[src/design/aib_pkg.sv]
// ----------------------------------------------------------------------------
// aib_pkg: shared types and constants for the array insert buffer
// Capacity, index widths, operation and status codes, transaction structs.
// ----------------------------------------------------------------------------
package aib_pkg;

   localparam int CAPACITY = 64;
   localparam int IDX_W    = (CAPACITY > 1) ? $clog2(CAPACITY) : 1;
   localparam int CNT_W    = $clog2(CAPACITY + 1);
   // common width for comparing positions, indexes and the count
   localparam int CMP_W    = (CNT_W > 7) ? CNT_W : 7;

   localparam logic [2:0] FUNC_INS_POS    = 3'd0;
   localparam logic [2:0] FUNC_INS_START  = 3'd1;
   localparam logic [2:0] FUNC_INS_END    = 3'd2;
   localparam logic [2:0] FUNC_INS_AFTER  = 3'd3;
   localparam logic [2:0] FUNC_INS_BEFORE = 3'd4;
   localparam logic [2:0] FUNC_READ       = 3'd5;

   localparam logic [1:0] STATUS_OK       = 2'd0;
   localparam logic [1:0] STATUS_BADPOS   = 2'd1;
   localparam logic [1:0] STATUS_NOTFOUND = 2'd2;
   localparam logic [1:0] STATUS_FULL     = 2'd3;

   typedef struct packed {
      logic [2:0]         func;
      logic [6:0]         position;
      logic signed [31:0] value;
      logic signed [31:0] target;
   } aib_req_type;

   typedef struct packed {
      logic [1:0]         status;
      logic [6:0]         index_used;
      logic [6:0]         new_count;
      logic signed [31:0] read_word;
   } aib_rsp_type;

   typedef struct packed {
      logic load;
      logic shift;
   } aib_cell_cmd_type;

   typedef enum logic [1:0] {
      ST_IDLE,
      ST_CMP,
      ST_APPLY
   } aib_state_type;

endpackage

[src/design/array_insert_buffer.sv]
// ----------------------------------------------------------------------------
// array_insert_buffer: ordered word store with positional and keyed inserts
// Flow: each request is accepted, passes a compare state and then an apply state
// across the cell chain, and its response is registered; the next request can be
// taken in the apply state, which waits while the response is stalled.
// Reset: count cleared and response empty; stored words are not cleared.
// ----------------------------------------------------------------------------
module array_insert_buffer (
   input  logic                 clock,
   input  logic                 reset,
   input  logic                 req_valid,
   output logic                 req_stall,
   input  aib_pkg::aib_req_type req_data,
   output logic                 rsp_valid,
   input  logic                 rsp_stall,
   output aib_pkg::aib_rsp_type rsp_data
);
   import aib_pkg::*;

   aib_state_type      state_ff, state_in;
   aib_req_type        req_ff, req_in;
   aib_rsp_type        rsp_ff, rsp_in;
   logic               rsp_valid_ff, rsp_valid_in;
   logic [CNT_W-1:0]   count_ff, count_in;
   logic signed [31:0] read_ff, read_in;

   logic               req_fire;
   logic               apply_go;

   logic signed [31:0] words [CAPACITY];
   logic [CAPACITY-1:0] match_vec;
   logic [CAPACITY-1:0] live_vec;
   aib_cell_cmd_type   cmds [CAPACITY];

   logic               found;
   logic [IDX_W-1:0]   found_idx;

   logic [CMP_W-1:0]   count_ext;
   logic [CMP_W-1:0]   pos_ext;
   logic [CMP_W-1:0]   idx;
   logic [1:0]         status;
   logic               do_ins;
   logic               ins_ok;

   assign req_fire  = req_valid && !req_stall;
   assign count_ext = CMP_W'(count_ff);
   assign pos_ext   = CMP_W'(req_ff.position);

   // cell chain
   for (genvar i = 0; i < CAPACITY; i++) begin : g_cell
      logic signed [31:0] left;
      if (i == 0) begin : g_head
         assign left = '0;
      end else begin : g_link
         assign left = words[i-1];
      end
      assign live_vec[i]  = (CMP_W'(i) < count_ext);
      assign cmds[i].load  = ins_ok && (CMP_W'(i) == idx);
      assign cmds[i].shift = ins_ok && (CMP_W'(i) > idx);

      aib_cell u_cell (
         .clock     (clock),
         .cmd       (cmds[i]),
         .left_word (left),
         .ins_word  (req_ff.value),
         .key       (req_ff.target),
         .word      (words[i]),
         .match     (match_vec[i])
      );
   end

   aib_first_match u_pick (
      .match (match_vec),
      .live  (live_vec),
      .found (found),
      .index (found_idx)
   );

   // decision logic, used in the apply cycle
   always_comb begin
      status = STATUS_OK;
      idx    = '0;
      do_ins = 1'b0;
      case (req_ff.func)
         FUNC_INS_POS: begin
            if (pos_ext > count_ext) begin
               status = STATUS_BADPOS;
            end else begin
               idx    = pos_ext;
               do_ins = 1'b1;
            end
         end
         FUNC_INS_START: begin
            do_ins = 1'b1;
         end
         FUNC_INS_END: begin
            idx    = count_ext;
            do_ins = 1'b1;
         end
         FUNC_INS_AFTER, FUNC_INS_BEFORE: begin
            if (!found) begin
               status = STATUS_NOTFOUND;
            end else begin
               idx    = (req_ff.func == FUNC_INS_AFTER) ?
                        CMP_W'(found_idx) + CMP_W'(1) : CMP_W'(found_idx);
               do_ins = 1'b1;
            end
         end
         FUNC_READ: begin
            if (pos_ext >= count_ext || pos_ext >= CMP_W'(CAPACITY)) begin
               status = STATUS_BADPOS;
            end else begin
               idx = pos_ext;
            end
         end
         default: begin
            status = STATUS_BADPOS;
         end
      endcase
      if (do_ins && count_ext == CMP_W'(CAPACITY)) begin
         status = STATUS_FULL;
      end
      if (status != STATUS_OK) begin
         idx = '0;
      end
   end

   assign ins_ok = apply_go && do_ins && (status == STATUS_OK);

   // state machine: next state
   always_comb begin
      state_in = state_ff;
      case (state_ff)
         ST_IDLE: begin
            if (req_fire) state_in = ST_CMP;
         end
         ST_CMP: begin
            state_in = ST_APPLY;
         end
         ST_APPLY: begin
            if (apply_go) state_in = req_fire ? ST_CMP : ST_IDLE;
         end
         default: begin
            state_in = ST_IDLE;
         end
      endcase
   end

   // state machine: outputs
   always_comb begin
      apply_go  = 1'b0;
      req_stall = 1'b1;
      case (state_ff)
         ST_IDLE: begin
            req_stall = 1'b0;
         end
         ST_CMP: begin
            req_stall = 1'b1;
         end
         ST_APPLY: begin
            apply_go  = !rsp_valid_ff || !rsp_stall;
            req_stall = !apply_go;
         end
         default: begin
            req_stall = 1'b1;
         end
      endcase
   end

   // datapath next values
   always_comb begin
      req_in   = req_fire ? req_data : req_ff;
      read_in  = (state_ff == ST_CMP) ? words[pos_ext[IDX_W-1:0]] : read_ff;
      count_in = ins_ok ? count_ff + CNT_W'(1) : count_ff;

      rsp_in = rsp_ff;
      if (apply_go) begin
         rsp_in.status     = status;
         rsp_in.index_used = idx[6:0];
         rsp_in.new_count  = count_in[6:0];
         rsp_in.read_word  = (req_ff.func == FUNC_READ && status == STATUS_OK) ?
                             read_ff : '0;
      end
      rsp_valid_in = apply_go || (rsp_valid_ff && rsp_stall);
   end

   always_ff @(posedge clock) begin
      if (reset) begin
         state_ff     <= ST_IDLE;
         rsp_valid_ff <= 1'b0;
         count_ff     <= '0;
      end else begin
         state_ff     <= state_in;
         rsp_valid_ff <= rsp_valid_in;
         count_ff     <= count_in;
      end
   end

   always_ff @(posedge clock) begin
      req_ff  <= req_in;
      read_ff <= read_in;
      rsp_ff  <= rsp_in;
   end

   assign rsp_valid = rsp_valid_ff;
   assign rsp_data  = rsp_ff;

endmodule

[src/design/aib_cell.sv]
// ----------------------------------------------------------------------------
// aib_cell: one storage cell of the insert chain
// Holds one word, takes its left neighbor's word on a shift, the new word on
// a load, and registers an equality compare against the search key.
// ----------------------------------------------------------------------------
module aib_cell (
   input  logic                      clock,
   input  aib_pkg::aib_cell_cmd_type cmd,
   input  logic signed [31:0]        left_word,
   input  logic signed [31:0]        ins_word,
   input  logic signed [31:0]        key,
   output logic signed [31:0]        word,
   output logic                      match
);
   import aib_pkg::*;

   logic signed [31:0] word_ff, word_in;
   logic               match_ff, match_in;

   always_comb begin
      word_in = word_ff;
      if (cmd.load) begin
         word_in = ins_word;
      end else if (cmd.shift) begin
         word_in = left_word;
      end
      match_in = (word_ff == key);
   end

   always_ff @(posedge clock) begin
      word_ff  <= word_in;
      match_ff <= match_in;
   end

   assign word  = word_ff;
   assign match = match_ff;

endmodule

[src/design/aib_first_match.sv]
// ----------------------------------------------------------------------------
// aib_first_match: priority pick of the lowest valid matching cell
// ----------------------------------------------------------------------------
module aib_first_match (
   input  logic [aib_pkg::CAPACITY-1:0] match,
   input  logic [aib_pkg::CAPACITY-1:0] live,
   output logic                         found,
   output logic [aib_pkg::IDX_W-1:0]    index
);
   import aib_pkg::*;

   logic [CAPACITY-1:0] hit;

   always_comb begin
      hit   = match & live;
      found = |hit;
      index = '0;
      // scan downward so the lowest hit wins
      for (int i = CAPACITY - 1; i >= 0; i--) begin
         if (hit[i]) begin
            index = IDX_W'(i);
         end
      end
   end

endmodule

[config.mk]
export PLATFORM = sky130hd
export DESIGN_NAME = array_insert_buffer
export DESIGN_NICKNAME = d
export VERILOG_FILES = /design/src/design/aib_pkg.sv /design/src/design/array_insert_buffer.sv /design/src/design/aib_cell.sv /design/src/design/aib_first_match.sv
export SDC_FILE = /design/constraint.sdc
export NUM_CORES = 2
export LEC_CHECK = 0
export BUFFER_PORTS_ARGS = -buffer_cell sky130_fd_sc_hd__buf_2
export CORE_AREA = 5 5 504 506
export DETAILED_ROUTE_END_ITERATION = 7
export DIE_AREA = 0 0 509 511
export GPL_TIMING_DRIVEN = 0
export PLACE_DENSITY = 0.7
export SLEW_MARGIN = 20
export SYNTH_ARGS = -nofsm -noshare
export SYNTH_HDL_FRONTEND = slang
export SYNTH_HIERARCHICAL = 1
export SYNTH_SLANG_ARGS = --single-unit
[constraint.sdc]
create_clock -name clock -period 16 [get_ports clock]
set_input_delay 3.2 -clock clock [delete_from_list [all_inputs] [get_ports clock]]
set_output_delay 3.2 -clock clock [all_outputs]
set_load 0.01 [all_outputs]
* Word-level counts from Yosys, hierarchy flattened
Index checks and enable logic that the tools add are counted. Widths: inputs -> output; s select.
Word-level totals: output and inout port bits 50, word-level logic and storage cells 843, register bits 2276, input bits 78
Cells by class: magnitude comparators 132, add/sub/neg operators 2, reduce and logical (&&, ||, !) cells 214, bitwise logic cells 2, muxes and demuxes 216, equal/unequal tests 137
Operators by type and width (count):
- $mux 32 | 130
- $eq 32x32->1 | 64
- $mux 6 | 64
- $eq 6x7->1 const A | 32
- $gt 6x7->1 const A | 32
- $lt 6x7->1 const A | 32
- $bmux 32 s6 | 1
- $logic_and 1x1->1 | 134
- $reduce_bool 2->1 | 65
- $eq 5x7->1 const A | 16
- $gt 5x7->1 const A | 16
- $lt 5x7->1 const A | 16
- $and 64x64->64 | 1
- $reduce_or 64->1 | 1
- $eq 4x7->1 const A | 8
- $gt 4x7->1 const A | 8
- $lt 4x7->1 const A | 8
- $mux 7 | 6
- $eq 3x7->1 const A | 4
- $gt 3x7->1 const A | 4
- $lt 3x7->1 const A | 4
- $pmux 7 s4 | 1
- $eq 2x7->1 const A | 2
- $ge 7x7->1 const B | 2
- 30 further kinds | 52

* Logic depth before layout (Yosys ltp)
depth after elaboration 75, gate-level depth with buffers 26, depth with buffers taken out 22

* Modules after synthesis
Netlist, hierarchy kept.
By module, submodules not included:
- aib_cell | area an instance 1732.9 um2, seq. area each 980.9 um2, cells an instance 113, instances 64
- array_insert_buffer | area an instance 23936.7 um2, seq. area each 4824.6 um2, cells an instance 1572, instances 1
- aib_first_match | area an instance 1073.5 um2, seq. area each 0.0 um2, cells an instance 182, instances 1

* Least setup slack after synthesis
No wires, ideal clock.
kind input port to flip-flop, start point in rsp_stall, end point reg g_cell[7].u_cell.word_ff[0], enable pin, arrival 7.711 ns, buffers on the path 2, setup time 0.375 ns, required time 15.625 ns, slack 7.914 ns, cell stages on the path 7, cell sequence a21oi_1 > nand3_1 > or3_1 > nor2_1 > buf_2 > buf_6 > or2_2
RTL lines:
- start, declared | RTL line array_insert_buffer.sv:15 | input logic rsp_stall,
- end signal, assigned | RTL line aib_cell.sv:31 | word_ff <= word_in;
- end, declared | RTL line aib_cell.sv:17 | logic signed [31:0] word_ff, word_in;

==> metrics.cfg <==
[placement]
place.gp.congestion = 1.06
io_buffer_count = 127
pre_cts_slack_ns = 5.65
post-dp-hpwl_mm = 502
place_inst = 13000

[critical_path]
setup.worst_path.end_class = flop
crit_path_cell_trace = clkbuf_1 -> clkbuf_1 -> clkinv_1 -> a21o_1 -> nand2_1 -> a21o_1 -> nand2_1 -> a32o_1 -> a21oi_1 -> nand3_1 -> o21ai_0 -> a211oi_2 -> buf_6 -> ha_1 -> xnor2_1 -> o22ai_1 -> a21oi_1 -> nor3_1 -> nand3_1 -> nor2_1 -> buf_2 -> buf_6 -> or2_2
worst_path_slowest_cell = nand3_1
cp_top_family = simple AND/OR/NAND/NOR gates
timing.critical_path.buf_inv = 6
launch_instance_of_the_worst_register_to_register_path = count_ext[4]
critPathKind = flop to flop
setup.worst_path.start_class = flop
startpoint = count_ext[4]
timing.critical_path.arrival_ns = 11.48
max_stage_delay_ns = 1.21
worst-endpoint-required_ns = 16.59
timing.critical_path.fanout_max = 32

[yosys]
post-synth-top-area-cell = edfxtp_1
syn-instance-count = 8986
ys_top_cells_by_area = edfxtp_1 49%, mux2_2 17%, xor2_1 13%
synth_cell_types = 97
syn-mean-instance-area_sq_um = 15.1
netlist_top_cells_count = 2,202 x edfxtp_1, 2,048 x mux2_2, 2,048 x xor2_1
netlist.area_leader.share_pct = 48.6
cell_area_after_synthesis_sq_um = 136000
synth-seq-cells = 2276
async_set_reset_flop_share_out_of_synthesis_pct = 0
ys_warn_count = 6
yosys.cell_count.top_type = edfxtp_1
ys_dominant_reg_cell = edfxtp_1
synth.yosys.seq_area_share_pct = 49.7
synth_edf_count = 2202

[clock_tree]
clock_latency_ns = 0.99
post_cts_hold_buffer_count = 0
clock-root-buffer = clkbuf_16
cts_post_setup_buffers_inserted = 0
cts_tree = yes
cts_resized = 0
htreeDepth = 5
clock_path_buffers = 4
tritoncts.num_buffers = 279
clock_sink_count = 2276
path_clk_slew_ns = 0.06

[timing]
period_minus_slack_ns = 10.88
finalWorstSetupSlack_ns = 5.12
fin_hold_ws_ns = 0.569
post-route-period-util_pct = 68.0
setup_tns_ns = 0
grt_setup_unrepaired = no
highest_clock_rate_mhz = 91.9
relSlewSlack_pct = 7.75
clock_skew_ns = 0.103
finalSetupViolations = 0
timing.final.hold_violations = 0
worstMarginPinSlew_ns = 1.38
final_max_slew_viol_count = 0

[cells_and_area]
stdcell_count = 13500
fill_cells = 18700
area.growth.synth_to_final_pct = 15.8
area.sequential_sq_um = 67600
nNetsFinal = 9974
fraction_of_final_layout_cells_sized_beyond_drive_strength_1_pct = 41.0
multiInputGateArea_sq_um = 65100

[power_and_ir_drop]
total_leakage_power_nw = 53.9
ir_drop_mv = 0.108
total_power_mw = 14.8
power.density_nw_per_um2 = 93.9

[die]
initial_core_util_pct = 54.5
die_height_um = 511
design.die.area_sq_um = 260000
design.core.area_sq_um = 250000
std_cell_rows = 184
number_of_top_level_pins = 128
dieWidth_um = 509

[route]
routed_via_count_divided_by_cell_count = 7.36
initialDrtViolationCount = 16600
drt_pass_1_iters = 6
drc = 0
drt-wirelength-per-cell_um = 46.9
drt.antenna.violating_nets = 0
drt-total-wl_mm = 633
via_count = 99400

[worst_hold_path]
hold_path_class = flop to flop
holdCritStartpoint = read_ff[20]

[global_route]
total_global_routing_overflow = 0
grt_start_max_net_pins = 53
grt_antenna_before_repair = 137
first_global_vias = 93500
grt_first_pass_wirelength_mm = 839
grt.total_usage_pct = 47.5

[run]
timing.max_cap.violations = 0

[status]
run_status = completed

-- state kept, by name, summed over array words and instances (netlist names) --
signal and flops:
g_cell.u_cell/word 2048, pos_ext 7, state_ff 2, g_cell.u_cell/match 64
req_ff 67, rsp_valid 1, read_ff 32, rsp_data 48
count_ext 7
-- layer usage --
metal	GRT usage (%)	up-vias	share of wire, %
met3	16.1	2312	13
met1	58.7	51100	34
met4	33.7	86	9.4
li1	-	37100	-
met2	69.9	8854	43
met5	0.593	-	0.10
-- cells in the final DEF (no fill, tap or decap), types with 11 or more instances in the layout --
master / netlist / layout
nand4_1: 135 / 135
nand3_1: 33 / 31
clkbuf_1: 136 / 165
buf_16: 0 / 68
buf_2: 75 / 218
and3_1: 40 / 40
nor4_1: 519 / 518
buf_6: 194 / 209
edfxtp_1: 2202 / 2202
a21oi_1: 67 / 66
mux2_2: 2048 / 2048
diode_2: 0 / 70
dfxtp_1: 74 / 74
a22o_1: 11 / 11
nor3_1: 21 / 21
or2_2: 65 / 65
conb_1: 1 / 33
clkinv_2: 0 / 56
nor2_1: 186 / 185
o21ai_0: 58 / 54
a22oi_1: 20 / 20
bufinv_16: 0 / 14
clkinv_1: 4 / 45
xor2_1: 2048 / 2048
clkbuf_16: 0 / 285
buf_8: 1 / 370
buf_1: 43 / 21
mux4_2: 672 / 672
nor2b_1: 14 / 13
inv_1: 23 / 23
clkbuf_2: 1 / 36
nand2_1: 107 / 107
-- final cells by class --
class,count,share of cell area (%)
multi-input cells,6263,41.4
clock buffers,348,4.71
plain buffers,451,2.11
well taps,3348,2.66
flip-flops and latches,2276,42.9
inverters,28,0.0668
diodes,70,0.111
repair buffers,587,5.31
clock inverters,135,0.699
-- logic make-up after synthesis --
kind of cell / Yosys count / share of synthesized area, %
multiplexers: 2720 / 28.1
flip-flops: 2276 / 49.7
XOR/XNOR: 2055 / 13.2
AND/OR/NAND/NOR: 1172 / 4.93
buffers and inverters: 479 / 2.48
AO/OA/AOI/OAI: 273 / 1.42
adder cells (fa/ha/maj): 10 / 0.0921
other: 1 / 0.00276
-- report_power, final --
| group | internal, mW | switching (mW) |
|---|---|---|
| registers | 6.60 | 0.152 |
| clock network | 3.51 | 2.64 |
| logic | 0.670 | 1.21 |
-- worst register-to-register path: cells and delay by family (launching register included) --
kind            cells  cell delay [ns]
simple gates        7             4.23
xor+xnor            1             0.14
buf+inv             6             2.72
fa+ha+maj           1             0.24
flops               1             0.30
compound gates      8             2.90
-- path summary, 6_finish.rpt --
path	end	slack, ns	cells after the start
worst min register to register	rsp_data[20]	0.57	1
worst max register to register	g_cell[54].u_cell/word[6]	5.12	23
worst max-delay path	g_cell[54].u_cell/word[6]	5.12	23
worst min-delay path	rsp_data[20]	0.57	1
-- per-stage QoR --
stage | utilization, % | instance area (sq um)
4_1_cts | 63.0 | 157000
2_1_floorplan | - | 136000
6_report | 63.1 | 157000
3_5_place_dp | 59.6 | 149000
3_3_place_gp | 56.4 | 141000
5_1_grt | 63.0 | 157000
Note: power is estimated with default switching activity, not from simulation.
